===== config.mk =====
export PLATFORM = sky130hd
export DESIGN_NAME = csu_post
export DESIGN_NICKNAME = d
export VERILOG_FILES = /design/src/rtl/csu_pkg.sv /design/src/rtl/csu_post.sv
export SDC_FILE = /design/constraint.sdc
export NUM_CORES = 1
export LEC_CHECK = 0
export BUFFER_PORTS_ARGS = -buffer_cell sky130_fd_sc_hd__clkbuf_2
export CAP_MARGIN = 20
export CORE_ASPECT_RATIO = 1.2
export CORE_MARGIN = 8
export CORE_UTILIZATION = 40
export CTS_CLUSTER_SIZE = 25
export DETAILED_ROUTE_END_ITERATION = 8
export MAX_ROUTING_LAYER = met4
export PLACE_DENSITY = 0.68
export SYNTH_ARGS = -nofsm -noshare
export SYNTH_HDL_FRONTEND = slang
export SYNTH_SLANG_ARGS = --single-unit

===== constraint.sdc =====
create_clock -name clk_i -period 2.05 [get_ports clk_i]
set_input_delay 0.5125 -clock clk_i [delete_from_list [all_inputs] [get_ports clk_i]]
set_output_delay 0.5125 -clock clk_i [all_outputs]
set_load 0.01 [all_outputs]

===== src/rtl/csu_pkg.sv =====
// shared types, constants and register map of the coordinate scaling unit
// no dependencies; imported by every module of the unit
`default_nettype none

package csu_pkg;

  // field widths
  localparam int unsigned COORD_W     = 16;
  localparam int unsigned DIV_W       = 32;
  localparam int unsigned DVS_W       = 31;
  localparam int unsigned PIXEL_SHIFT = 12;
  localparam int unsigned ADDR_W      = 5;

  // pipeline layout: operand prep, one divider cell per quotient bit, output stage
  localparam int unsigned PREP_STAGES = 3;
  localparam int unsigned DIV_STEPS   = DIV_W;
  localparam int unsigned NUM_STAGES  = PREP_STAGES + DIV_STEPS + 1;

  // request types
  localparam logic [1:0] OP_TO_PIXEL = 2'd0;
  localparam logic [1:0] OP_REMAP    = 2'd1;
  localparam logic [1:0] OP_QUOTIENT = 2'd2;

  // register indexes (byte address is 4 times the index)
  localparam logic [2:0] REG_HALF_PIXEL     = 3'd0;
  localparam logic [2:0] REG_PIXEL_SIZE     = 3'd1;
  localparam logic [2:0] REG_ORIGIN_OLD     = 3'd2;
  localparam logic [2:0] REG_SCALE_NUM      = 3'd3;
  localparam logic [2:0] REG_HALF_SCALE_DEN = 3'd4;
  localparam logic [2:0] REG_SCALE_DEN      = 3'd5;
  localparam logic [2:0] REG_ORIGIN_NEW     = 3'd6;

  typedef struct packed {
    logic [31:0]        half_pixel;
    logic [DVS_W-1:0]   pixel_size;
    logic [15:0]        origin_old;
    logic [15:0]        scale_num;
    logic [31:0]        half_scale_den;
    logic [14:0]        scale_den;
    logic [15:0]        origin_new;
  } cfg_t;

  // operands on their way into the divider
  typedef struct packed {
    logic [1:0]         op;
    logic [DIV_W-1:0]   val;
    logic [DVS_W-1:0]   dvs;
    logic               dz;
    logic               kill;
    logic               q_neg;
    logic               mul_pos;
  } prep_t;

  // one item travelling down the divider chain
  typedef struct packed {
    logic [2*DIV_W-1:0] rq;
    logic [DVS_W-1:0]   dvs;
    logic [1:0]         op;
    logic               dz;
    logic               kill;
    logic               neg_q;
    logic               neg_r;
    logic               mul_pos;
  } div_item_t;

endpackage

`default_nettype wire


===== src/rtl/csu_post.sv =====
// result stage: quotient sign, remap offset, doubled remainder and step
// depends on csu_pkg; holds the output register of the unit
`default_nettype none

module csu_post (
  input  wire logic               clk_i,
  input  wire logic               rst_ni,
  input  wire logic               ld_i,
  input  wire logic               valid_i,
  input  wire csu_pkg::div_item_t item_i,
  input  wire logic [15:0]        origin_new_i,
  output logic                    valid_o,
  output logic [15:0]             result_o,
  output logic [15:0]             rem2_o,
  output logic [15:0]             step_o,
  output logic                    dz_o
);
  import csu_pkg::*;

  logic        valid_q;
  logic [15:0] result_d, result_q, rem2_d, rem2_q, step_d, step_q;
  logic        dz_q;
  logic [15:0] quo, x, r2, rs;

  always_comb begin
    // signed quotient wrapped to the coordinate width
    quo = item_i.rq[COORD_W-1:0];
    x   = item_i.neg_q ? 16'(16'd0 - quo) : quo;

    // doubled remainder, signed like the dividend, then absolute
    r2 = {item_i.rq[DIV_W+COORD_W-2:DIV_W], 1'b0};
    rs = item_i.neg_r ? 16'(16'd0 - r2) : r2;

    result_d = (item_i.op == OP_REMAP) ? 16'(x + origin_new_i) : x;
    rem2_d   = rs[15] ? 16'(16'd0 - rs) : rs;

    // quotient moved one away from zero; a zero quotient gives +1 only for a positive multiplier
    if (x == '0) begin
      step_d = item_i.mul_pos ? 16'd1 : 16'hFFFF;
    end else if (x[15]) begin
      step_d = 16'(x - 16'd1);
    end else begin
      step_d = 16'(x + 16'd1);
    end

    if (item_i.op != OP_QUOTIENT) begin
      rem2_d = '0;
      step_d = '0;
    end
    if (item_i.kill) begin
      result_d = '0;
      rem2_d   = '0;
      step_d   = '0;
    end
  end

  always_ff @(posedge clk_i or negedge rst_ni) begin
    if (!rst_ni) begin
      valid_q <= 1'b0;
    end else if (ld_i) begin
      valid_q <= valid_i;
    end
  end

  always_ff @(posedge clk_i) begin
    if (ld_i) begin
      result_q <= result_d;
      rem2_q   <= rem2_d;
      step_q   <= step_d;
      dz_q     <= item_i.dz;
    end
  end

  assign valid_o  = valid_q;
  assign result_o = result_q;
  assign rem2_o   = rem2_q;
  assign step_o   = step_q;
  assign dz_o     = dz_q;

endmodule

`default_nettype wire


==> impl_results.md <==
* Synthesis Warnings at 0
* Highest-delay cell along the critical path: o41a_1
* Placer's final routability congestion estimate at roughly 0.9
* Area fraction in compound gates after synthesis at 0.2296
* Slack of the worst reg-to-reg path at 1.31 ns
* Synth unique cells at 64
* Number of buffers between clock root and the deepest sink at 2
* Status: finished, violations left
* DRC viols at 0
* Fin Setup TNS at -30.74 ns
* Ant. Diodes at 0
* Worst hold path endpoint: dz_o
* Largest incremental delay on the critical path at 0.40 ns
* Clk Tree Root Cell: clkbuf_16
* Top cells by area, synth: edfxtp_1 (32%), ha_1 (9.1%), xnor2_1 (6.2%), a21oi_1 (5.1%), nor2_1 (4.5%)
* First-pass iteration count of the detailed router at 5
* Final worst-path cycle share at 1.616
* Critical hold path startpoint: item_i[4]
* Number of buffers inserted during clock tree synthesis at 5
* Number of buffer cells added on primary ports at 106
* CTS H-tree lvls at 2
* Initial antenna violation count at 0
* Clk Latency, worst-skew pair at roughly 0.29 ns
* Via count of the first global-routing pass at between 5000 and 6000
* Placement-stage worst setup slack at -2.014 ns
* Critical path buffers and inverters at 2
* Post-synthesis mux area share at 0.01623
* Area delta synth->final at 85.34%
* Cell taking the most area after synthesis: edfxtp_1
* Via Count at 5524
* Cell Area, Synth at approximately 0.0045 sq mm
* Gate count after technology mapping at 514
* Maximum clock frequency at 301.8 MHz
* Die Span Y at 132.8 um
* Share of the yosys chip area belonging to registers at 0.3223
* Reg-to-reg critical path startpoint: valid_o
* Number of primary I/O pins at 172
* Filler cell count at 682
* Power density over the cells at 578.4 mW/mm^2
* R2R Path End: valid_o
* Depth of the most critical reg-to-reg path at 1
* Finished Layout Cells at roughly 970
* Required time of the critical path at between 2 and 2.5 ns
* Sinks on the clock net at between 40 and 50
* Peak supply drop at 0.3297 mV
* Fraction of layout instances using a drive strength above 1 at 0.6089
* Final layout net count at about 970
* Setup violators final at between 40 and 50
* Initial standard-cell utilization of the core at 0.4103
* Number of nets still failing antenna checks after routing at 0
* Wirelength, routed at around 18000 um
* Type of the setup path with the least slack: input pin to register
* CP Data Arrival Time at between 3 and 4 ns
* Critical Path End Type: register
* Failing checks: negative setup slack
* Startpoint class of the critical path: input pin
* Overall power of the completed layout at 4.877 mW
* Number of register bits inferred by synthesis at 49
* Worst min-delay path class: input pin to register
* Largest net degree at the start of global routing at 23
* Xor-xnor portion of the synthesized cell area at 0.1075
* Number of violations of the max-capacitance limit at 0
* First-pass GRT wire length at between 20000 and 30000 um
* Iter 0 DRT Violations at 314
* Floorplan Core Area at roughly 0.011 sq mm
* Average wire per standard cell at between 15 and 20 um
* Post-DR vias/cell at 5.713
* Number of synthesized flops with an enable pin at 48
* Leak Pwr at ~3.6 nW
* Hold depth at 1
* Final number of hold-violating endpoints at 0
* Clock slew seen by the registers of the worst setup and hold paths at about 0.07 ns
* Async SR Flop Fraction at 0.02041
* Final design instance area without fill at around 0.0084 sq mm
* Number of standard-cell rows in the floorplan at between 40 and 50
* Worst setup margin at -1.263 ns
* Die area at approximately 0.015 sq mm
* Largest fanout of any net on the critical path at 4
* CP cell instances: buf_8 -> nor4_4 -> nand3_2 -> o41a_1 -> xor2_4 -> buf_6 -> ha_4 -> a211oi_2 -> o21bai_2 -> o41ai_4 -> a21oi_2 -> or4_1 -> o2111ai_1 -> a21oi_1
* Detailed placement HPWL at approximately 13000 um
* Die width at between 100 and 150 um
* Leading register cell type out of synthesis: edfxtp_1
* CP delay by family, top: compound AO/OA/AOI/OAI gates
* Minimum period implied by the final worst setup slack at 3.313 ns
* GRT Overall Usage at 0.2243
* Adder and majority gate portion of the synthesized area at 0.09956
* Yosys top cell area share at 0.3168
* Post-route clock skew at 0 ns
* Placed Instances at between 900 and 1000
* Placed cell areas at between 0.006 and 0.007 sq mm
* RSZ-0062 raised after global routing: yes
* Average instance area after synthesis at a little under 9 sq um
* Total count of max-transition violations in the final report at 0
* Overflow left after global routing at 0
* CTS tree: done
* Main combinational cell family by area after synthesis: compound AO/OA/AOI/OAI gates
* Simple-Gate Fraction of Synth Area at 0.1870
* Synthesized net count at 671
sequential cells by signal (all words and copies together) (netlist names):
| name | count |
|---|---|
| rem2_o | 15 |
| valid_o | 1 |
| dz_o | 1 |
| result_o | 16 |
| step_o | 16 |
worst max path at each step:
stage / startpoint / endpoint / slack (ns) / cells after the start
2_1_floorplan: item_i[43] / step_o[13] / -1.77 / 13
3_3_place_gp: item_i[46] / step_o[10] / -1.89 / 14
3_5_place_dp: item_i[46] / step_o[14] / -2.01 / 14
4_1_cts: item_i[43] / step_o[13] / -1.21 / 14
5_1_grt: item_i[43] / step_o[13] / -1.44 / 14
6_report: item_i[43] / step_o[13] / -1.26 / 14
cell families (layout without fill, tap and decap cells):
kind of cell	after synthesis	in the layout
AO/OA/AOI/OAI	156	156
XOR/XNOR	55	55
adder cells (fa/ha/maj)	35	35
buffers and inverters	41	339
flip-flops	49	49
multiplexers	7	7
other	1	1
AND/OR/NAND/NOR	170	171
routing by layer:
metal / vias to the layer above / routed length [um] / share of wire / track usage
met5: - / 0 / 0 / -
met4: 0 / 961 / 0.053 / 0.1157
met3: 79 / 986 / 0.054 / 0.02913
met2: 248 / 9725 / 0.53 / 0.4089
met1: 2663 / 6616 / 0.36 / 0.2292
li1: 2534 / - / - / -
placed cells by master, fill, tap and decap left out, drive strengths merged, types with 3 or more instances in the layout:
cell type and instances:
a211oi 17, a21o 12, a21oi 46, a31oi 14, a41oi 5, and2 4, and3 3, buf 214
clkbuf 103, clkinv 3, edfxtp 48, ha 33, inv 17, mux2 3, mux2i 4, nand2 42
nand2b 7, nand3 9, nand4 7, nand4b 4, nor2 55, nor2b 3, nor3 11, nor4 8
o2111ai 3, o21a 3, o21ai 25, o21bai 3, o31ai 5, o41ai 7, or3 6, or4 4
xnor2 32, xor2 23
synth_stat cells, types with 2 or more instances:
cell,number
nor2_1,55
edfxtp_1,48
a21oi_1,46
nand2_1,42
ha_1,33
xnor2_1,32
o21ai_0,24
xor2_1,22
clkbuf_1,19
a211oi_1,17
inv_1,16
a31oi_1,14
a21o_1,12
nor3_1,11
nand3_1,9
nand4_1,7
nor4_1,7
o41ai_1,7
nand2b_1,6
a41oi_1,5
or3_1,5
and2_1,4
mux2i_1,4
o31ai_1,4
and3_1,3
mux2_2,3
nand4b_1,3
nor2b_1,3
o2111ai_1,3
o21a_1,3
o21bai_1,3
or4_1,3
a211o_1,2
a22oi_1,2
a31o_2,2
buf_2,2
fa_1,2
nand3b_1,2
nor3b_1,2
o31a_1,2
or2_2,2
report_power, final:
part	switching (mW)	total (mW)	internal, mW
sequential	0.0285	1.23	1.20
combinational	1.41	2.81	1.40
clock	0.381	0.836	0.455
total	1.82	4.88	3.06
cell type report:
class / instances / area, sq um / share of cell area
clock inverter: 3 / 21.27 / 0.002523
tap: 154 / 192.7 / 0.02285
multi-input combinational: 425 / 4220 / 0.5005
timing repair buffer: 314 / 2330 / 0.2763
clock buffer: 5 / 125.1 / 0.01484
sequential: 49 / 1466 / 0.1739
inverter: 17 / 76.32 / 0.009052
through the flow:
step                      hold WS, ns    util
final                          0.3996  0.7604
after global routing           0.3935  0.7604
after CTS                      0.4009  0.7014
after detailed placement       0.2891  0.6029
after global placement         0.2875  0.6029
after floorplan                0.2169       -
timing repair:
item | in CTS | in global routing
hold buffers | 1 | 0
buffers inserted | 30 | 19
endpoints found under the hold margin | 1 | 0
pin swaps | 55 | 61
endpoints found under the setup margin | 44 | 44
gates cloned | 3 | 0
resized for setup | 139 | 95
Note: power is estimated with default switching activity, not from simulation.
