**src/rtl/csu_pkg.sv**
```systemverilog
// shared types, constants and register map of the coordinate scaling unit
// no dependencies; imported by every module of the unit
`default_nettype none

package csu_pkg;

  // field widths
  localparam int unsigned COORD_W     = 16;
  localparam int unsigned DIV_W       = 32;
  localparam int unsigned DVS_W       = 31;
  localparam int unsigned PIXEL_SHIFT = 12;
  localparam int unsigned ADDR_W      = 5;

  // pipeline layout: operand prep, one divider cell per quotient bit, output stage
  localparam int unsigned PREP_STAGES = 3;
  localparam int unsigned DIV_STEPS   = DIV_W;
  localparam int unsigned NUM_STAGES  = PREP_STAGES + DIV_STEPS + 1;

  // request types
  localparam logic [1:0] OP_TO_PIXEL = 2'd0;
  localparam logic [1:0] OP_REMAP    = 2'd1;
  localparam logic [1:0] OP_QUOTIENT = 2'd2;

  // register indexes (byte address is 4 times the index)
  localparam logic [2:0] REG_HALF_PIXEL     = 3'd0;
  localparam logic [2:0] REG_PIXEL_SIZE     = 3'd1;
  localparam logic [2:0] REG_ORIGIN_OLD     = 3'd2;
  localparam logic [2:0] REG_SCALE_NUM      = 3'd3;
  localparam logic [2:0] REG_HALF_SCALE_DEN = 3'd4;
  localparam logic [2:0] REG_SCALE_DEN      = 3'd5;
  localparam logic [2:0] REG_ORIGIN_NEW     = 3'd6;

  typedef struct packed {
    logic [31:0]        half_pixel;
    logic [DVS_W-1:0]   pixel_size;
    logic [15:0]        origin_old;
    logic [15:0]        scale_num;
    logic [31:0]        half_scale_den;
    logic [14:0]        scale_den;
    logic [15:0]        origin_new;
  } cfg_t;

  // operands on their way into the divider
  typedef struct packed {
    logic [1:0]         op;
    logic [DIV_W-1:0]   val;
    logic [DVS_W-1:0]   dvs;
    logic               dz;
    logic               kill;
    logic               q_neg;
    logic               mul_pos;
  } prep_t;

  // one item travelling down the divider chain
  typedef struct packed {
    logic [2*DIV_W-1:0] rq;
    logic [DVS_W-1:0]   dvs;
    logic [1:0]         op;
    logic               dz;
    logic               kill;
    logic               neg_q;
    logic               neg_r;
    logic               mul_pos;
  } div_item_t;

endpackage

`default_nettype wire

```
**src/rtl/csu_prep.sv**
```systemverilog
// operand preparation: product, rounding offset, sign and magnitude
// depends on csu_pkg; feeds the first divider cell
`default_nettype none

module csu_prep (
  input  wire logic                        clk_i,
  input  wire logic                        rst_ni,
  input  wire csu_pkg::cfg_t               cfg_i,
  input  wire logic [csu_pkg::PREP_STAGES-1:0] ld_i,
  input  wire logic                        valid_i,
  input  wire logic [1:0]                  op_i,
  input  wire logic [15:0]                 value_i,
  input  wire logic [15:0]                 multiplier_i,
  input  wire logic [15:0]                 divisor_i,
  output logic [csu_pkg::PREP_STAGES-1:0]  valid_o,
  output csu_pkg::div_item_t               item_o
);
  import csu_pkg::*;

  logic [PREP_STAGES-1:0] valid_d, valid_q;
  prep_t                  a_d, a_q, b_d, b_q;
  div_item_t              c_d, c_q;

  logic signed [16:0] mul_a;
  logic signed [15:0] mul_b;
  logic signed [32:0] prod;
  logic [15:0]        q_mag;
  logic [31:0]        addend;

  // multiplier operands: offset value and scale for remap, raw factors otherwise
  assign mul_a = (op_i == OP_REMAP) ?
                 17'($signed(value_i)) - 17'($signed(cfg_i.origin_old)) :
                 17'($signed(value_i));
  assign mul_b = (op_i == OP_REMAP) ? $signed(cfg_i.scale_num) : $signed(multiplier_i);

  // stage a: shared multiplier, divisor select and zero check
  assign prod  = mul_a * mul_b;
  assign q_mag = divisor_i[15] ? 16'(16'd0 - divisor_i) : divisor_i;

  always_comb begin
    a_d     = '0;
    a_d.op  = op_i;
    case (op_i)
      OP_TO_PIXEL: begin
        a_d.val = {{(DIV_W-COORD_W-PIXEL_SHIFT){value_i[15]}}, value_i, PIXEL_SHIFT'(0)};
        a_d.dvs = cfg_i.pixel_size;
        a_d.dz  = (cfg_i.pixel_size == '0);
      end
      OP_REMAP: begin
        a_d.val = prod[DIV_W-1:0];
        a_d.dvs = DVS_W'(cfg_i.scale_den);
        a_d.dz  = (cfg_i.scale_den == '0);
      end
      OP_QUOTIENT: begin
        a_d.val     = prod[DIV_W-1:0];
        a_d.dvs     = DVS_W'(q_mag);
        a_d.dz      = (divisor_i == '0);
        a_d.q_neg   = divisor_i[15];
        a_d.mul_pos = !multiplier_i[15] && (multiplier_i != '0);
      end
      default: begin
        a_d.val = '0;
      end
    endcase
    a_d.kill = a_d.dz || (op_i != OP_TO_PIXEL && op_i != OP_REMAP && op_i != OP_QUOTIENT);
  end

  // stage b: rounding offset
  always_comb begin
    case (a_q.op)
      OP_TO_PIXEL: addend = cfg_i.half_pixel;
      OP_REMAP:    addend = cfg_i.half_scale_den;
      default:     addend = '0;
    endcase
    b_d     = a_q;
    b_d.val = a_q.val + addend;
  end

  // stage c: sign and magnitude of the dividend
  always_comb begin
    c_d         = '0;
    c_d.rq      = {DIV_W'(0), (b_q.val[DIV_W-1] ? DIV_W'(DIV_W'(0) - b_q.val) : b_q.val)};
    c_d.dvs     = b_q.dvs;
    c_d.op      = b_q.op;
    c_d.dz      = b_q.dz;
    c_d.kill    = b_q.kill;
    c_d.neg_r   = b_q.val[DIV_W-1];
    c_d.neg_q   = b_q.val[DIV_W-1] ^ b_q.q_neg;
    c_d.mul_pos = b_q.mul_pos;
  end

  // stage valid bits
  always_comb begin
    valid_d[0] = ld_i[0] ? valid_i    : valid_q[0];
    valid_d[1] = ld_i[1] ? valid_q[0] : valid_q[1];
    valid_d[2] = ld_i[2] ? valid_q[1] : valid_q[2];
  end

  always_ff @(posedge clk_i or negedge rst_ni) begin
    if (!rst_ni) begin
      valid_q <= '0;
    end else begin
      valid_q <= valid_d;
    end
  end

  // payload registers
  always_ff @(posedge clk_i) begin
    if (ld_i[0]) begin
      a_q <= a_d;
    end
    if (ld_i[1]) begin
      b_q <= b_d;
    end
    if (ld_i[2]) begin
      c_q <= c_d;
    end
  end

  assign valid_o = valid_q;
  assign item_o  = c_q;

endmodule

`default_nettype wire

```
**config.mk**
```make
export PLATFORM = sky130hd
export DESIGN_NAME = csu_prep
export DESIGN_NICKNAME = d
export VERILOG_FILES = /design/src/rtl/csu_pkg.sv /design/src/rtl/csu_prep.sv
export SDC_FILE = /design/constraint.sdc
export NUM_CORES = 1
export LEC_CHECK = 0
export BUFFER_PORTS_ARGS = -buffer_cell sky130_fd_sc_hd__buf_4
export CORE_ASPECT_RATIO = 1.4
export CORE_MARGIN = 3
export CORE_UTILIZATION = 64
export DETAILED_ROUTE_END_ITERATION = 10
export GPL_TIMING_DRIVEN = 0
export MAX_ROUTING_LAYER = met4
export PLACE_DENSITY = 0.95
export SLEW_MARGIN = 20
export SYNTH_ARGS = -nofsm -noshare
export SYNTH_HDL_FRONTEND = slang
export SYNTH_SLANG_ARGS = --single-unit
```
**constraint.sdc**
```tcl
create_clock -name clk_i -period 11.15 [get_ports clk_i]
set_input_delay 2.23 -clock clk_i [delete_from_list [all_inputs] [get_ports clk_i]]
set_output_delay 2.23 -clock clk_i [all_outputs]
set_load 0.1 [all_outputs]
```
==> results summary <==
For hold timing, the worst endpoint is item_o[0]. The setup path with the least slack is of type primary input to register. By area the synthesized netlist is led by edfxtp_1 (29%), fa_1 (25%), ha_1 (7.9%). The number of hold violations in the final report was 0. Entering global routing, the biggest net connects 72 pins.

After synthesis, the share of flip-flops with an asynchronous set or reset is 0.0142. The final critical-path required period is 10.86 ns. The total negative slack for setup checks is 0 ns. In the final layout, the share of cells above drive strength 1 is 0.161.

The number of antenna violations at the first check in global routing came out at 1. The die covers 0.0361 mm2. After the first detailed-routing iteration, the DRC count stood at just over 2000.

The total count of max-transition violations in the final report came out at 0. The number of enable-type register cells in the synthesized netlist is 208. For the worst setup path, the data required time is 11.38 ns. The startpoint identified for the worst register-to-register timing path is a_q[67]. The startpoint of the most critical hold path is b_q[0]. The type of element launching the critical path is a primary input. The depth of the worst register-to-register path came out at 16.

The instance count on the critical path came out at 31. In this run the standard cell core region covers approximately 0.033 mm2. The wire length of the first global-routing pass came out at approximately 100 mm. The via total after detailed routing came out at approximately 18000.

The area fraction of the dominant cell type after synthesis is 0.288. The most instantiated flip-flop cell in the synthesis netlist is edfxtp_1. The number of endpoints failing setup at the final stage came out at 0. The max-cap violation count is 0. Broken down by cell family, the worst path's largest delay share belongs to adder cells. The sum of net half-perimeters after detailed placement is 51.3 mm. The number of buffers inserted by hold repair at cts is 0.

The dominant cell type by area after synthesis is edfxtp_1. The highest-delay cell along the critical path is clkbuf_1. The clock latency on the worst-skew pair is approximately 0.5 ns. The vertical extent of the die came out at between 200 and 250 um. The clock tree from TritonCTS is yes. The critical path buffer and inverter count is 12. The worst-case register-to-register setup slack is approximately 6.5 ns. After floorplanning, the core was divided into 79 placement rows.

Measured against its own limit, the worst slew margin works out to 0.199. The sink count of the clock tree came out at about 210. The share of the Yosys chip area taken by registers is 0.292. The post-synthesis instance area is 0.0217 mm2. The number of buffers created by CTS came out at 16. The number of H-tree levels is 1. The tree is rooted in a clkbuf_16. The maximum fanout count along the critical path is 10. In the routed layout, each cell is associated on average with a via count of 6.12. The most numerous cell type found on the critical path is inv_1. Buffers placed on the I/O ports in this run total about 270. Counting flops and latches in the post-synthesis netlist gives ~210. A synthesized cell averages ~10 um2. Counting instances, the worst hold path has a depth of 0. In this run the worst hold path is classified as register to register. The checks that failed: design-rule violations. The detailed-routing iteration count for the pre-antenna-repair pass is 11.

The post-route DRC violation count came out at 1. The number of global-route vias before repair came out at approximately 19000. The routed wire length came out at roughly 65 mm. The relative area change from synthesis to final layout is 15.4%. The worst setup path is captured at a register. In this run the critical register-to-register path is captured at b_q[65]. The number of different library cells used by synthesis comes to 70. The count of nets left with antenna violations after detail routing came out at 0. The number of nets in the layout came out at approximately 3100. The die width is 161 um. STA puts the critical path data arrival time at about 11 ns. The worst clock skew is ~0.015 ns. Routability-driven placement finished with a final weighted congestion of 1.06.

For this run, the slowest stage of the critical path takes between 0.5 and 0.6 ns. The total of warnings raised by yosys is 0. For this configuration, the core starts out at a cell density of 0.650. The post-synthesis instance total came out at 2144. The run finished, with violations left. The number of I/O pins came out at roughly 320. Setup repair after global routing left no endpoint under its margin. Dividing the detail-routed wire length by the instance count gives ~22 um. Clock-pin slew was measured on the worst setup and hold paths at 0.08 ns. Dividing the final minimum period by the clock period gives 0.974.

The slew at the pin closest to its max-slew limit is approximately 1.2 ns. Timing would allow up to ~90 MHz. The overall fraction of global-route tracks in use came out at 0.367. The maximum clock insertion buffer count is 3. Global routing finished with a remaining overflow of 0.
flip-flops by register name (all words and copies together), names as in the netlist:
| register | count |
|---|---|
| item_o | 70 |
| a_q | 69 |
| valid_o | 3 |
| b_q | 69 |
cells in the final DEF (no fill, tap or decap), drive strengths merged, types with 5 or more instances in the layout:
master | netlist | routed
or4 | 12 | 12
o21ai | 70 | 70
buf | 40 | 307
ha | 137 | 137
o31ai | 18 | 18
nor4 | 18 | 18
xor2 | 32 | 32
edfxtp | 208 | 208
clkbuf | 47 | 65
and2 | 34 | 34
a31oi | 9 | 9
and3 | 7 | 7
mux2 | 27 | 27
nand2 | 216 | 216
nand2b | 19 | 19
nand3 | 12 | 12
or2 | 5 | 5
a31o | 5 | 5
nor2b | 15 | 15
a22oi | 8 | 8
o41ai | 5 | 5
nor3 | 20 | 20
a21boi | 5 | 5
a21o | 25 | 25
inv | 361 | 361
o21a | 19 | 19
a211oi | 8 | 8
conb | 1 | 32
a222oi | 15 | 15
xnor2 | 87 | 87
o21bai | 5 | 5
or3 | 9 | 9
nor2 | 228 | 228
fa | 266 | 266
mux2i | 61 | 61
a21oi | 46 | 46
logic make-up (layout without fill, tap and decap cells):
logic type	Yosys count	count (layout)	synth area share
simple gates	604	604	0.124
compound gates	269	269	0.0847
fa+ha+maj	404	404	0.325
buf+inv	448	743	0.0832
flops	211	211	0.292
mux	88	88	0.0422
xor+xnor	119	119	0.0481
other cells	1	33	0.000173
per-stage QoR:
| step | hold slack (ns) | cell area [um2] | utilization | worst slack [ns] | instances |
|---|---|---|---|---|---|
| floorplan | 0.400 | 21800 | - | 1.42 | 2175 |
| global placement | 0.401 | 24400 | 0.731 | -1.07 | 2889 |
| finish | 0.418 | 25000 | 0.751 | 0.287 | 2916 |
| CTS | 0.414 | 24900 | 0.749 | 0.140 | 2916 |
| global route | 0.423 | 25000 | 0.751 | 0.00185 | 2916 |
| detailed placement | 0.405 | 24400 | 0.732 | -1.25 | 2889 |
metal layers:
layer / global-route usage / vias up / routed length (um)
li1: - / 7604 / -
met1: 0.390 / 8589 / 20100
met2: 0.637 / 1277 / 32900
met3: 0.0494 / 389 / 6480
met4: 0.245 / 0 / 5620
met5: - / - / 0
synth_stat cells (25+ instances only):
master / n
nand2_1: 216
xnor2_1: 87
a21oi_1: 46
edfxtp_1: 208
fa_1: 266
nor2_1: 228
ha_1: 137
clkbuf_1: 47
o21ai_0: 68
mux2_2: 27
a21o_1: 25
mux2i_1: 61
and2_1: 34
buf_4: 32
inv_1: 360
xor2_1: 32
cell type report:
class                   count  area, um2
fillers                  2127       8310
clock buffers              19        432
flip-flops and latches    211       6320
inverters                 361       1360
repair buffers            269       2020
diodes                      1       2.50
clock inverters             8        105
well taps                 445        557
multi-input cells        1516      13700
plain buffers              86        465
worst max-delay path by stage:
stage / from / to
detailed placement: op_i[1] / a_q[65]
global route: cfg_i[80] / a_q[65]
finish: op_i[1] / a_q[66]
global placement: op_i[1] / a_q[65]
CTS: op_i[1] / a_q[65]
floorplan: cfg_i[80] / a_q[62]
what timing repair did:
item,CTS,global route
resized for setup,13,13
endpoints found under the setup margin,8,8
buffers inserted,0,0
Power is not shown: default switching activity piles up to over one toggle a cycle in this logic, so the estimate is an artifact.
