`config.mk`:
```
export PLATFORM = sky130hd
export DESIGN_NAME = csu_div_cell
export DESIGN_NICKNAME = d
export VERILOG_FILES = /design/src/rtl/csu_pkg.sv /design/src/rtl/csu_div_cell.sv
export SDC_FILE = /design/constraint.sdc
export NUM_CORES = 1
export LEC_CHECK = 0
export BUFFER_PORTS_ARGS = -buffer_cell sky130_fd_sc_hd__buf_2
export CAP_MARGIN = 20
export CORE_UTILIZATION = 49
export CTS_CLUSTER_DIAMETER = 60
export DETAILED_ROUTE_END_ITERATION = 8
export PLACE_DENSITY = 0.8
export SYNTH_ARGS = -nofsm -noshare
export SYNTH_HDL_FRONTEND = slang
export SYNTH_SLANG_ARGS = --single-unit
```
`constraint.sdc`:
```
create_clock -name clk_i -period 0.9 [get_ports clk_i]
set_input_delay 0.18 -clock clk_i [delete_from_list [all_inputs] [get_ports clk_i]]
set_output_delay 0.18 -clock clk_i [all_outputs]
set_load 0.03 [all_outputs]
```
`src/rtl/csu_pkg.sv`:
```
// shared types, constants and register map of the coordinate scaling unit
// no dependencies; imported by every module of the unit
`default_nettype none

package csu_pkg;

  // field widths
  localparam int unsigned COORD_W     = 16;
  localparam int unsigned DIV_W       = 32;
  localparam int unsigned DVS_W       = 31;
  localparam int unsigned PIXEL_SHIFT = 12;
  localparam int unsigned ADDR_W      = 5;

  // pipeline layout: operand prep, one divider cell per quotient bit, output stage
  localparam int unsigned PREP_STAGES = 3;
  localparam int unsigned DIV_STEPS   = DIV_W;
  localparam int unsigned NUM_STAGES  = PREP_STAGES + DIV_STEPS + 1;

  // request types
  localparam logic [1:0] OP_TO_PIXEL = 2'd0;
  localparam logic [1:0] OP_REMAP    = 2'd1;
  localparam logic [1:0] OP_QUOTIENT = 2'd2;

  // register indexes (byte address is 4 times the index)
  localparam logic [2:0] REG_HALF_PIXEL     = 3'd0;
  localparam logic [2:0] REG_PIXEL_SIZE     = 3'd1;
  localparam logic [2:0] REG_ORIGIN_OLD     = 3'd2;
  localparam logic [2:0] REG_SCALE_NUM      = 3'd3;
  localparam logic [2:0] REG_HALF_SCALE_DEN = 3'd4;
  localparam logic [2:0] REG_SCALE_DEN      = 3'd5;
  localparam logic [2:0] REG_ORIGIN_NEW     = 3'd6;

  typedef struct packed {
    logic [31:0]        half_pixel;
    logic [DVS_W-1:0]   pixel_size;
    logic [15:0]        origin_old;
    logic [15:0]        scale_num;
    logic [31:0]        half_scale_den;
    logic [14:0]        scale_den;
    logic [15:0]        origin_new;
  } cfg_t;

  // operands on their way into the divider
  typedef struct packed {
    logic [1:0]         op;
    logic [DIV_W-1:0]   val;
    logic [DVS_W-1:0]   dvs;
    logic               dz;
    logic               kill;
    logic               q_neg;
    logic               mul_pos;
  } prep_t;

  // one item travelling down the divider chain
  typedef struct packed {
    logic [2*DIV_W-1:0] rq;
    logic [DVS_W-1:0]   dvs;
    logic [1:0]         op;
    logic               dz;
    logic               kill;
    logic               neg_q;
    logic               neg_r;
    logic               mul_pos;
  } div_item_t;

endpackage

`default_nettype wire

```
`src/rtl/csu_div_cell.sv`:
```
// one restoring divider cell: resolves a single quotient bit per item
// depends on csu_pkg; chained by the top level
`default_nettype none

module csu_div_cell (
  input  wire logic               clk_i,
  input  wire logic               rst_ni,
  input  wire logic               ld_i,
  input  wire logic               valid_i,
  input  wire csu_pkg::div_item_t item_i,
  output logic                    valid_o,
  output csu_pkg::div_item_t      item_o
);
  import csu_pkg::*;

  logic                  valid_q;
  div_item_t             item_d, item_q;
  logic [2*DIV_W-1:0]    shifted;
  logic [DIV_W-1:0]      dvs_ext;

  // shift in the next dividend bit, subtract the divisor when it fits
  assign shifted = {item_i.rq[2*DIV_W-2:0], 1'b0};
  assign dvs_ext = {1'b0, item_i.dvs};

  always_comb begin
    item_d    = item_i;
    item_d.rq = shifted;
    if (shifted[2*DIV_W-1:DIV_W] >= dvs_ext) begin
      item_d.rq = {DIV_W'(shifted[2*DIV_W-1:DIV_W] - dvs_ext), shifted[DIV_W-1:1], 1'b1};
    end
  end

  always_ff @(posedge clk_i or negedge rst_ni) begin
    if (!rst_ni) begin
      valid_q <= 1'b0;
    end else if (ld_i) begin
      valid_q <= valid_i;
    end
  end

  always_ff @(posedge clk_i) begin
    if (ld_i) begin
      item_q <= item_d;
    end
  end

  assign valid_o = valid_q;
  assign item_o  = item_q;

endmodule

`default_nettype wire

```
==> flow_results.xml, run 1 <==
<?xml version="1.0" encoding="UTF-8"?>
<metrics>
  <group name="placed_design">
    <metric name="routabilityCongestion" unit="">0.879</metric>
    <metric name="dpl-instance-area" unit="um2">7680</metric>
    <metric name="io_buffers" unit="">207</metric>
    <metric name="hpwlAfterDp" unit="mm">12.2</metric>
  </group>
  <group name="die">
    <metric name="chipWidth" unit="um">107</metric>
    <metric name="floorplan.initialDensity" unit="">0.502</metric>
    <metric name="die_h" unit="um">107</metric>
    <metric name="total_i_o_pin_count" unit="">209</metric>
    <metric name="core.rowCount" unit="">38</metric>
  </group>
  <group name="outcome">
    <metric name="status" unit="">aborted with a tool error</metric>
    <metric name="failing_step" unit="">global routing (5_1_grt)</metric>
    <metric name="error_message" unit="">[ERROR GRT-0232] Routing congestion too high. Check the congestion heatmap in the GUI.</metric>
  </group>
  <group name="clocking">
    <metric name="clock_tree.htree_level_count" unit="">3</metric>
    <metric name="max-clock-path-buffers" unit="">2</metric>
    <metric name="cts_made_buffers" unit="">9</metric>
    <metric name="number_of_sinks_handled_by_clock_tree_synthesis" unit="">103</metric>
    <metric name="cts.root.buffer_cell" unit="">sky130_fd_sc_hd__clkbuf_8</metric>
  </group>
  <group name="sta">
    <metric name="worst_endpoint_kind" unit="">register input</metric>
    <metric name="timing.grt.repair.worst_endpoint" unit="">item_o[101]$_DFFE_PP_/D</metric>
  </group>
  <group name="synthesis">
    <metric name="yosysTopAreaCell" unit="">sky130_fd_sc_hd__edfxtp_1</metric>
    <metric name="synthesis.area_per_instance" unit="um2">11.6</metric>
    <metric name="syn-num-nets" unit="">607</metric>
    <metric name="post_synth_inst_count" unit="">469</metric>
    <metric name="synthesis.area" unit="um2">5420</metric>
    <metric name="postSynthRegisterBits" unit="">103</metric>
    <metric name="synth.distinct_cells" unit="">56</metric>
    <metric name="synth-main-ff-cell" unit="">sky130_fd_sc_hd__edfxtp_1</metric>
    <metric name="synth-edff-count" unit="">102</metric>
    <metric name="largest_cells_by_area_after_synthesis" unit="">sky130_fd_sc_hd__edfxtp_1 57%, sky130_fd_sc_hd__ha_1 7.2%, sky130_fd_sc_hd__nand2_1 3.5%</metric>
    <metric name="netlist.area_leader.share" unit="">0.565</metric>
    <metric name="seq_area_frac_synth" unit="">0.570</metric>
    <metric name="yosys-top-cells-count" unit="">102 x sky130_fd_sc_hd__edfxtp_1, 51 x sky130_fd_sc_hd__nand2_1, 36 x sky130_fd_sc_hd__inv_1, 33 x sky130_fd_sc_hd__o21ai_1, 31 x sky130_fd_sc_hd__ha_1</metric>
    <metric name="synth-async-reset-ratio" unit="">0.00971</metric>
    <metric name="yosys.cell_count.top_type" unit="">sky130_fd_sc_hd__edfxtp_1</metric>
    <metric name="synth.yosys.warnings" unit="">0</metric>
  </group>
  <group name="global_routing">
    <metric name="grt_remaining_overflow" unit="">584</metric>
    <metric name="grt_start_max_net_pins" unit="">20</metric>
    <metric name="grt.total_usage" unit="">0.936</metric>
  </group>
</metrics>
## cells by family after synthesis
logic type / synth area share
simple gates: 0.108
flops: 0.570
buf+inv: 0.0531
mux: 0.00415
xor+xnor: 0.0420
compound gates: 0.148
fa+ha+maj: 0.0753
## stage by stage
stage	utilization	instances	setup WS [ps]
4_1_cts	0.938	1037	-1100
3_5_place_dp	0.711	911	-1580
3_3_place_gp	0.711	911	-1560
2_1_floorplan	-	469	-1410
## metal layers
| layer | overflow | GRT usage |
|---|---|---|
| met4 | 162 | 1.07 |
| met2 | 416 | 1.17 |
| met5 | 0 | 0.295 |
| met3 | 2 | 0.747 |
| met1 | 4 | 0.851 |
## repair_timing
action | in CTS
pin swaps | 55
gates resized for setup | 325
endpoints found under the setup margin | 136
hold buffers | 66
endpoints found under the hold margin | 66
cloned | 6
buffers inserted | 39
==> run 2: changes to the inputs <==
- CORE_UTILIZATION: 49 -> 40
- CTS_CLUSTER_DIAMETER: 60 -> default
- PLACE_DENSITY: 0.8 -> default
- PLACE_DENSITY_LB_ADDON: default -> 0.15
==> run 2 against run 1 <==
Net effect:
- the flow now finishes, with violations (negative setup slack)
- area after synthesis stayed put
- synthesized cell count stayed put
==> flow_results.xml, run 2 <==
<?xml version="1.0" encoding="UTF-8"?>
<metrics>
  <group name="die">
    <metric name="die_h" unit="um">118</metric>
    <metric name="fp.dieArea" unit="um2">14000</metric>
    <metric name="total_i_o_pin_count" unit="">209</metric>
    <metric name="chipWidth" unit="um">118</metric>
    <metric name="placeableCoreArea" unit="um2">13200</metric>
    <metric name="core.rowCount" unit="">42</metric>
    <metric name="floorplan.initialDensity" unit="">0.409</metric>
  </group>
  <group name="setup_path">
    <metric name="worst_r2r_end" unit="">valid_o</metric>
    <metric name="timing.critical_path.required" unit="ps">1000</metric>
    <metric name="critical_path.cell_chain" unit="">buf_2 &gt; buf_4 &gt; fa_2 &gt; nand2b_4 &gt; a21oi_4 &gt; o211ai_1 &gt; nand3_1 &gt; a21oi_4 &gt; buf_12 &gt; buf_12 &gt; buf_4 &gt; a21oi_1 &gt; nand3b_1</metric>
    <metric name="number_of_buffers_and_inverters_on_the_critical_path" unit="">5</metric>
    <metric name="worst-r2r-cell-count" unit="">1</metric>
    <metric name="crit_path_start_kind" unit="">input port</metric>
    <metric name="worst-r2r-setup-slack" unit="ps">110</metric>
    <metric name="crit_path_kind" unit="">in -&gt; reg</metric>
    <metric name="r2r-start" unit="">valid_o</metric>
    <metric name="critical_path.slowest_cell" unit="">sky130_fd_sc_hd__fa_2</metric>
    <metric name="cp_slowest_stage_delay" unit="ps">380</metric>
    <metric name="crit_family" unit="">buffers and inverters</metric>
    <metric name="critical_path_peak_fanout" unit="">5</metric>
    <metric name="critical_path_arrival" unit="ps">2190</metric>
    <metric name="worstSetupEndpointType" unit="">register</metric>
  </group>
  <group name="route">
    <metric name="mean_routed_wirelength_per_cell" unit="um">18.0</metric>
    <metric name="route.vias.total" unit="">5178</metric>
    <metric name="drc_violations_left" unit="">0</metric>
    <metric name="drt_first_iter_violations" unit="">306</metric>
    <metric name="vias_per_cell" unit="">5.01</metric>
    <metric name="wl" unit="mm">18.6</metric>
    <metric name="drtAntennaViolNets" unit="">0</metric>
    <metric name="drt_pre_antenna_iters" unit="">4</metric>
  </group>
  <group name="clocking">
    <metric name="clock_tree.htree_level_count" unit="">3</metric>
    <metric name="cts.root.buffer_cell" unit="">sky130_fd_sc_hd__clkbuf_16</metric>
    <metric name="max-clock-path-buffers" unit="">2</metric>
    <metric name="number_of_sinks_handled_by_clock_tree_synthesis" unit="">103</metric>
    <metric name="cts_made_buffers" unit="">9</metric>
    <metric name="worstSkewPairLatency" unit="ps">350</metric>
    <metric name="clk_pin_slew_worst_paths" unit="ps">70</metric>
    <metric name="cts_tree" unit="">built</metric>
  </group>
  <group name="synthesis">
    <metric name="synth.yosys.warnings" unit="">0</metric>
    <metric name="post_synth_inst_count" unit="">469</metric>
    <metric name="postSynthRegisterBits" unit="">103</metric>
    <metric name="yosys-top-cells-count" unit="">102 x sky130_fd_sc_hd__edfxtp_1, 51 x sky130_fd_sc_hd__nand2_1, 36 x sky130_fd_sc_hd__inv_1, 33 x sky130_fd_sc_hd__o21ai_1, 31 x sky130_fd_sc_hd__ha_1</metric>
    <metric name="yosys-mux-area-fraction" unit="">0.00416</metric>
    <metric name="syn-num-nets" unit="">607</metric>
    <metric name="synth-main-ff-cell" unit="">sky130_fd_sc_hd__edfxtp_1</metric>
    <metric name="synthesis.area_per_instance" unit="um2">11.6</metric>
    <metric name="netlist.area_leader.share" unit="">0.565</metric>
    <metric name="yosys.area_share.simple" unit="">0.108</metric>
    <metric name="synth_compound_gate_area_share" unit="">0.148</metric>
    <metric name="synth_fa_ha_area_frac" unit="">0.0753</metric>
    <metric name="largest_cells_by_area_after_synthesis" unit="">sky130_fd_sc_hd__edfxtp_1 57%, sky130_fd_sc_hd__ha_1 7.2%, sky130_fd_sc_hd__nand2_1 3.5%</metric>
    <metric name="synth-xor-area-share" unit="">0.0420</metric>
    <metric name="seq_area_frac_synth" unit="">0.570</metric>
    <metric name="synth.distinct_cells" unit="">56</metric>
    <metric name="synth-async-reset-ratio" unit="">0.00971</metric>
    <metric name="combinational_family_with_the_most_area_after_synthesis" unit="">compound AO/OA/AOI/OAI gates</metric>
    <metric name="yosys.cell_count.top_type" unit="">sky130_fd_sc_hd__edfxtp_1</metric>
    <metric name="synth-edff-count" unit="">102</metric>
    <metric name="yosysTopAreaCell" unit="">sky130_fd_sc_hd__edfxtp_1</metric>
    <metric name="synthesis.area" unit="um2">5420</metric>
  </group>
  <group name="worst_hold_path">
    <metric name="min_path_cells" unit="">1</metric>
    <metric name="timing.hold.worst.start" unit="">item_i[12]</metric>
    <metric name="timing.hold.worst_endpoint" unit="">item_o[12]</metric>
    <metric name="hold_path_class" unit="">in -&gt; reg</metric>
  </group>
  <group name="outcome">
    <metric name="failed_checks" unit="">negative setup slack</metric>
    <metric name="status" unit="">complete, but fails checks</metric>
  </group>
  <group name="sta">
    <metric name="setup_viol_count_final" unit="">136</metric>
    <metric name="timing.max_slew.rel_slack" unit="">0.720</metric>
    <metric name="fin_hold_ws" unit="ps">12.1</metric>
    <metric name="clock-skew-final" unit="ps">0</metric>
    <metric name="timing.final.crit_share" unit="">2.33</metric>
    <metric name="maxClockFrequency" unit="GHz">0.477</metric>
    <metric name="report.final.slew_viol_count" unit="">0</metric>
    <metric name="final-hold-violation-count" unit="">0</metric>
    <metric name="worst_slack" unit="ps">-1190</metric>
    <metric name="worst_slew_pin_slew" unit="ps">416</metric>
    <metric name="grt_setup_unrepaired" unit="">yes</metric>
    <metric name="finalCriticalPeriod" unit="ps">2090</metric>
  </group>
  <group name="power">
    <metric name="power.share.combinational" unit="">0.373</metric>
    <metric name="switchingPower" unit="mW">5.18</metric>
    <metric name="power.share.clock" unit="">0.240</metric>
    <metric name="cell_internal_pwr" unit="mW">10.7</metric>
    <metric name="share_of_total_power_in_sequential_cells" unit="">0.387</metric>
    <metric name="swShare" unit="">0.325</metric>
    <metric name="power-per-cell-area" unit="nW/um2">1620</metric>
    <metric name="power_leakage" unit="nW">4.22</metric>
    <metric name="worst_ir_drop_on_vdd" unit="V">0.00117</metric>
  </group>
  <group name="placed_design">
    <metric name="routabilityCongestion" unit="">0.826</metric>
    <metric name="hpwlAfterDp" unit="mm">12.0</metric>
    <metric name="dp_worst_setup_slack" unit="ps">-1660</metric>
    <metric name="dpl-instance-area" unit="um2">7740</metric>
    <metric name="io_buffers" unit="">207</metric>
  </group>
  <group name="layout">
    <metric name="nets" unit="">991</metric>
    <metric name="fin_util" unit="">0.740</metric>
    <metric name="num_antenna_cells" unit="">0</metric>
    <metric name="drive_gt1_frac" unit="">0.551</metric>
    <metric name="commonest_non_fill_non_tap_cells_in_the_layout" unit="">129 x sky130_fd_sc_hd__buf_4, 109 x sky130_fd_sc_hd__buf_6, 102 x sky130_fd_sc_hd__edfxtp_1</metric>
    <metric name="area_growth_syn_to_layout" unit="%">80.7</metric>
    <metric name="largest_register_ffs" unit="">102</metric>
    <metric name="layout_commonest_cell" unit="">sky130_fd_sc_hd__buf_4</metric>
    <metric name="fin_area" unit="um2">9790</metric>
  </group>
  <group name="job">
    <metric name="max_cap_violations" unit="">0</metric>
  </group>
  <group name="global_routing">
    <metric name="grt_start_max_net_pins" unit="">37</metric>
    <metric name="number_of_antenna_violations_at_the_first_check_in_global_routing" unit="">0</metric>
    <metric name="first_global_vias" unit="">5505</metric>
    <metric name="grt_remaining_overflow" unit="">0</metric>
    <metric name="grt_first_pass_wirelength" unit="mm">29.2</metric>
    <metric name="grt.total_usage" unit="">0.274</metric>
  </group>
</metrics>
[run 2: cell counts after synthesis]
Identical to the previous run, type by type.
[run 2: final cells by class]
class	instances	area [um2]
repair buffers	393	3470
fillers	882	3450
flip-flops and latches	103	3090
multi-input cells	310	2570
clock buffers	9	225
well taps	176	220
inverters	36	158
clock inverters	7	58.8
[run 2: what timing repair did]
action                                  4_1_cts  5_1_grt
gates resized for setup                     284       20
hold endpoints to repair                     42        0
endpoints found under the setup margin      136      136
gates cloned                                  4        1
hold buffers                                 42        0
buffers inserted                             16        3
pin swaps                                    27        5
[run 2: layer usage]
layer / vias to the layer above / global-route usage / share of wire
met5: - / 0 / 0
met1: 2462 / 0.324 / 0.41
met3: 24 / 0.0574 / 0.056
met2: 193 / 0.498 / 0.52
li1: 2499 / - / -
met4: 0 / 0.0807 / 0.016
[run 2: cell families after synthesis]
| family | after synthesis |
|---|---|
| muxes | 2 |
| and+or+nand+nor | 123 |
| DFF | 103 |
| buffers and inverters | 56 |
| xor gates and xnor gates | 26 |
| AOI/OAI and AO/OA | 127 |
| adders and majority gates | 32 |
[run 2: worst max-delay path by stage]
| stage | startpoint | to | slack (ps) | cells past startpoint |
|---|---|---|---|---|
| 2_1_floorplan | item_i[81] | item_o[101] | -1410 | 10 |
| 3_3_place_gp | item_i[69] | item_o[100] | -1620 | 12 |
| 3_5_place_dp | item_i[69] | item_o[100] | -1660 | 12 |
| 4_1_cts | item_i[16] | item_o[100] | -1130 | 14 |
| 5_1_grt | item_i[12] | item_o[100] | -1310 | 14 |
| 6_report | item_i[8] | item_o[100] | -1190 | 13 |
[run 2: power groups by stage]
| stage | Combinational (mW) | Sequential (mW) | Clock (mW) |
|---|---|---|---|
| 6_report | 5.93 | 6.16 | 3.81 |
| 4_1_cts | 5.77 | 6.14 | 3.89 |
| 3_3_place_gp | 4.43 | 6.10 | 0 |
| 5_1_grt | 6.30 | 6.20 | 4.02 |
| 2_1_floorplan | 1.65 | 7.15 | 0 |
| 3_5_place_dp | 4.47 | 6.11 | 0 |
[run 2: metrics by stage]
stage                     std cells  power (mW)  setup TNS, ps
after global placement          953        10.5         -55280
after global routing           1034        16.5         -62030
after detailed placement        953        10.6         -57750
final                          1034        15.9         -56030
after floorplan                 469        8.80         -36340
after CTS                      1031        15.8         -54590
(Power assumes the default switching activity.)
==> run 3: changes to the inputs <==
- HOLD_SLACK_MARGIN: default -> 0.03
==> run 3 against run 2 <==
Net effect:
- the run still ends with negative setup slack left
- die area unchanged
- clock-buffer cell count unchanged
- global-route usage decreased by 0.28 points
- fmax decreased by 1.4%
- utilization increased by 2.4 points
- first-iteration DRC count decreased by 0.65%
- sequential share of layout area decreased by 0.99 points
- worst hold slack improved by 68 ps
- clock skew unchanged
- sequential power about the same
- total power increased by 1.3%
- non-clock buffer count increased by 21
- critical path type unchanged
- critical endpoint is now item_o[89]
==> flow_results.xml, run 3 (synthesis results as in run 2) <==
<?xml version="1.0" encoding="UTF-8"?>
<metrics>
  <group name="global_routing">
    <metric name="grt_start_max_net_pins" unit="">37</metric>
    <metric name="number_of_antenna_violations_at_the_first_check_in_global_routing" unit="">0</metric>
    <metric name="grt.total_usage" unit="">0.271</metric>
    <metric name="grt_first_pass_wirelength" unit="mm">29.1</metric>
    <metric name="first_global_vias" unit="">5514</metric>
    <metric name="grt_remaining_overflow" unit="">0</metric>
  </group>
  <group name="layout">
    <metric name="nets" unit="">1012</metric>
    <metric name="area_growth_syn_to_layout" unit="%">86.6</metric>
    <metric name="commonest_non_fill_non_tap_cells_in_the_layout" unit="">130 x sky130_fd_sc_hd__buf_4, 118 x sky130_fd_sc_hd__buf_6, 102 x sky130_fd_sc_hd__edfxtp_1</metric>
    <metric name="drive_gt1_frac" unit="">0.546</metric>
    <metric name="layout_commonest_cell" unit="">sky130_fd_sc_hd__buf_4</metric>
    <metric name="fin_util" unit="">0.764</metric>
    <metric name="fin_area" unit="um2">10100</metric>
    <metric name="num_antenna_cells" unit="">0</metric>
    <metric name="stdcell_count" unit="">1055</metric>
    <metric name="largest_register_ffs" unit="">102</metric>
  </group>
  <group name="sta">
    <metric name="report.final.slew_viol_count" unit="">0</metric>
    <metric name="finalCriticalPeriod" unit="ps">2120</metric>
    <metric name="timing.final.crit_share" unit="">2.36</metric>
    <metric name="maxClockFrequency" unit="GHz">0.471</metric>
    <metric name="clock-skew-final" unit="ps">0</metric>
    <metric name="setup_viol_count_final" unit="">137</metric>
    <metric name="timing.max_slew.rel_slack" unit="">0.706</metric>
    <metric name="final-hold-violation-count" unit="">0</metric>
    <metric name="fin_hold_ws" unit="ps">79.8</metric>
    <metric name="worst_slack" unit="ps">-1220</metric>
    <metric name="worst_slew_pin_slew" unit="ps">436</metric>
    <metric name="grt_setup_unrepaired" unit="">yes</metric>
  </group>
  <group name="clocking">
    <metric name="max-clock-path-buffers" unit="">2</metric>
    <metric name="worstSkewPairLatency" unit="ps">360</metric>
    <metric name="clock_tree.htree_level_count" unit="">3</metric>
    <metric name="number_of_sinks_handled_by_clock_tree_synthesis" unit="">103</metric>
    <metric name="cts_made_buffers" unit="">9</metric>
    <metric name="cts.root.buffer_cell" unit="">sky130_fd_sc_hd__clkbuf_16</metric>
    <metric name="cts_tree" unit="">built</metric>
    <metric name="clk_pin_slew_worst_paths" unit="ps">80</metric>
  </group>
  <group name="route">
    <metric name="drtAntennaViolNets" unit="">0</metric>
    <metric name="route.vias.total" unit="">5295</metric>
    <metric name="drc_violations_left" unit="">0</metric>
    <metric name="vias_per_cell" unit="">5.02</metric>
    <metric name="wl" unit="mm">19.0</metric>
    <metric name="drt_pre_antenna_iters" unit="">4</metric>
    <metric name="drt_first_iter_violations" unit="">304</metric>
    <metric name="mean_routed_wirelength_per_cell" unit="um">18.0</metric>
  </group>
  <group name="placed_design">
    <metric name="hpwlAfterDp" unit="mm">12.0</metric>
    <metric name="place_inst" unit="">953</metric>
    <metric name="routabilityCongestion" unit="">0.826</metric>
    <metric name="dpl-instance-area" unit="um2">7740</metric>
    <metric name="io_buffers" unit="">207</metric>
  </group>
  <group name="setup_path">
    <metric name="critical_path_arrival" unit="ps">2240</metric>
    <metric name="worst_r2r_end" unit="">valid_o</metric>
    <metric name="crit_path_kind" unit="">in -&gt; reg</metric>
    <metric name="worst-r2r-setup-slack" unit="ps">-50</metric>
    <metric name="critical_path_peak_fanout" unit="">6</metric>
    <metric name="r2r-start" unit="">valid_o</metric>
    <metric name="worstSetupEndpointType" unit="">register</metric>
    <metric name="crit_path_start_kind" unit="">input port</metric>
    <metric name="timing.critical_path.required" unit="ps">1020</metric>
    <metric name="worst-r2r-cell-count" unit="">2</metric>
  </group>
  <group name="power">
    <metric name="swShare" unit="">0.326</metric>
    <metric name="power_leakage" unit="nW">4.37</metric>
    <metric name="power-per-cell-area" unit="nW/um2">1590</metric>
    <metric name="cell_internal_pwr" unit="mW">10.9</metric>
    <metric name="switchingPower" unit="mW">5.26</metric>
    <metric name="power.share.combinational" unit="">0.380</metric>
    <metric name="power.share.clock" unit="">0.238</metric>
    <metric name="share_of_total_power_in_sequential_cells" unit="">0.382</metric>
    <metric name="total_power" unit="mW">16.1</metric>
    <metric name="worst_ir_drop_on_vdd" unit="V">0.00120</metric>
  </group>
  <group name="die">
    <metric name="chipWidth" unit="um">118</metric>
    <metric name="die_h" unit="um">118</metric>
    <metric name="core.rowCount" unit="">42</metric>
    <metric name="total_i_o_pin_count" unit="">209</metric>
    <metric name="fp.dieArea" unit="um2">14000</metric>
    <metric name="placeableCoreArea" unit="um2">13200</metric>
    <metric name="floorplan.initialDensity" unit="">0.409</metric>
  </group>
  <group name="job">
    <metric name="max_cap_violations" unit="">0</metric>
  </group>
  <group name="outcome">
    <metric name="status" unit="">complete, but fails checks</metric>
    <metric name="failed_checks" unit="">negative setup slack</metric>
  </group>
  <group name="worst_hold_path">
    <metric name="timing.hold.worst_endpoint" unit="">item_o[28]</metric>
    <metric name="hold_path_class" unit="">in -&gt; reg</metric>
    <metric name="min_path_cells" unit="">2</metric>
    <metric name="timing.hold.worst.start" unit="">item_i[28]</metric>
  </group>
</metrics>
run 3: area by class of cell:
type	count	area, um2
repair buffers	414	3730
flip-flops and latches	103	3090
well taps	176	220
clock buffers	9	225
inverters	36	158
fillers	834	3130
multi-input cells	310	2640
clock inverters	7	58.8
run 3: worst max-delay path by stage:
stage	startpoint	endpoint	slack [ps]	cells past startpoint
after floorplan	item_i[81]	item_o[101]	-1410	10
after global placement	item_i[69]	item_o[100]	-1620	12
after detailed placement	item_i[69]	item_o[100]	-1660	12
after CTS	item_i[18]	item_o[100]	-1130	14
after global routing	item_i[12]	item_o[100]	-1340	14
final	item_i[12]	item_o[89]	-1220	13
run 3: per-layer routing:
metal	wire (um)	track usage	up-vias
met5	0	0	-
met4	328	0.0934	0
met3	993	0.0487	22
met2	9840	0.487	193
met1	7840	0.326	2536
li1	-	-	2544
run 3: worst max-delay path, stage by stage:
cell	delay, ps
sky130_fd_sc_hd__buf_6	100
sky130_fd_sc_hd__inv_4	50
sky130_fd_sc_hd__ha_4	190
sky130_fd_sc_hd__a21o_1	190
sky130_fd_sc_hd__or3_4	340
sky130_fd_sc_hd__o211ai_1	260
sky130_fd_sc_hd__nand3_1	170
sky130_fd_sc_hd__a21oi_4	190
sky130_fd_sc_hd__buf_12	130
sky130_fd_sc_hd__buf_4	110
sky130_fd_sc_hd__buf_8	110
sky130_fd_sc_hd__buf_16	140
sky130_fd_sc_hd__o21ai_2	60
run 3: power groups by stage:
stage	combinational (mW)	clock, mW	sequential (mW)
floorplan	1.65	0	7.15
global placement	4.43	0	6.10
detailed placement	4.47	0	6.11
CTS	5.83	3.89	6.14
global route	6.49	4.03	6.20
finish	6.12	3.84	6.16
run 3: timing repair:
| action | in CTS | in global routing |
|---|---|---|
| buffers inserted | 16 | 6 |
| pin swaps | 27 | 12 |
| resized for setup | 284 | 38 |
| endpoints found under the hold margin | 59 | 0 |
| cloned | 4 | 1 |
| endpoints found under the setup margin | 136 | 136 |
| hold buffers | 59 | 0 |
run 3: metrics by stage:
| step | TNS [ps] | setup WS [ps] |
|---|---|---|
| finish | -56980 | -1220 |
| global route | -63030 | -1340 |
| CTS | -54580 | -1130 |
| detailed placement | -57750 | -1660 |
| global placement | -55280 | -1620 |
| floorplan | -36340 | -1410 |
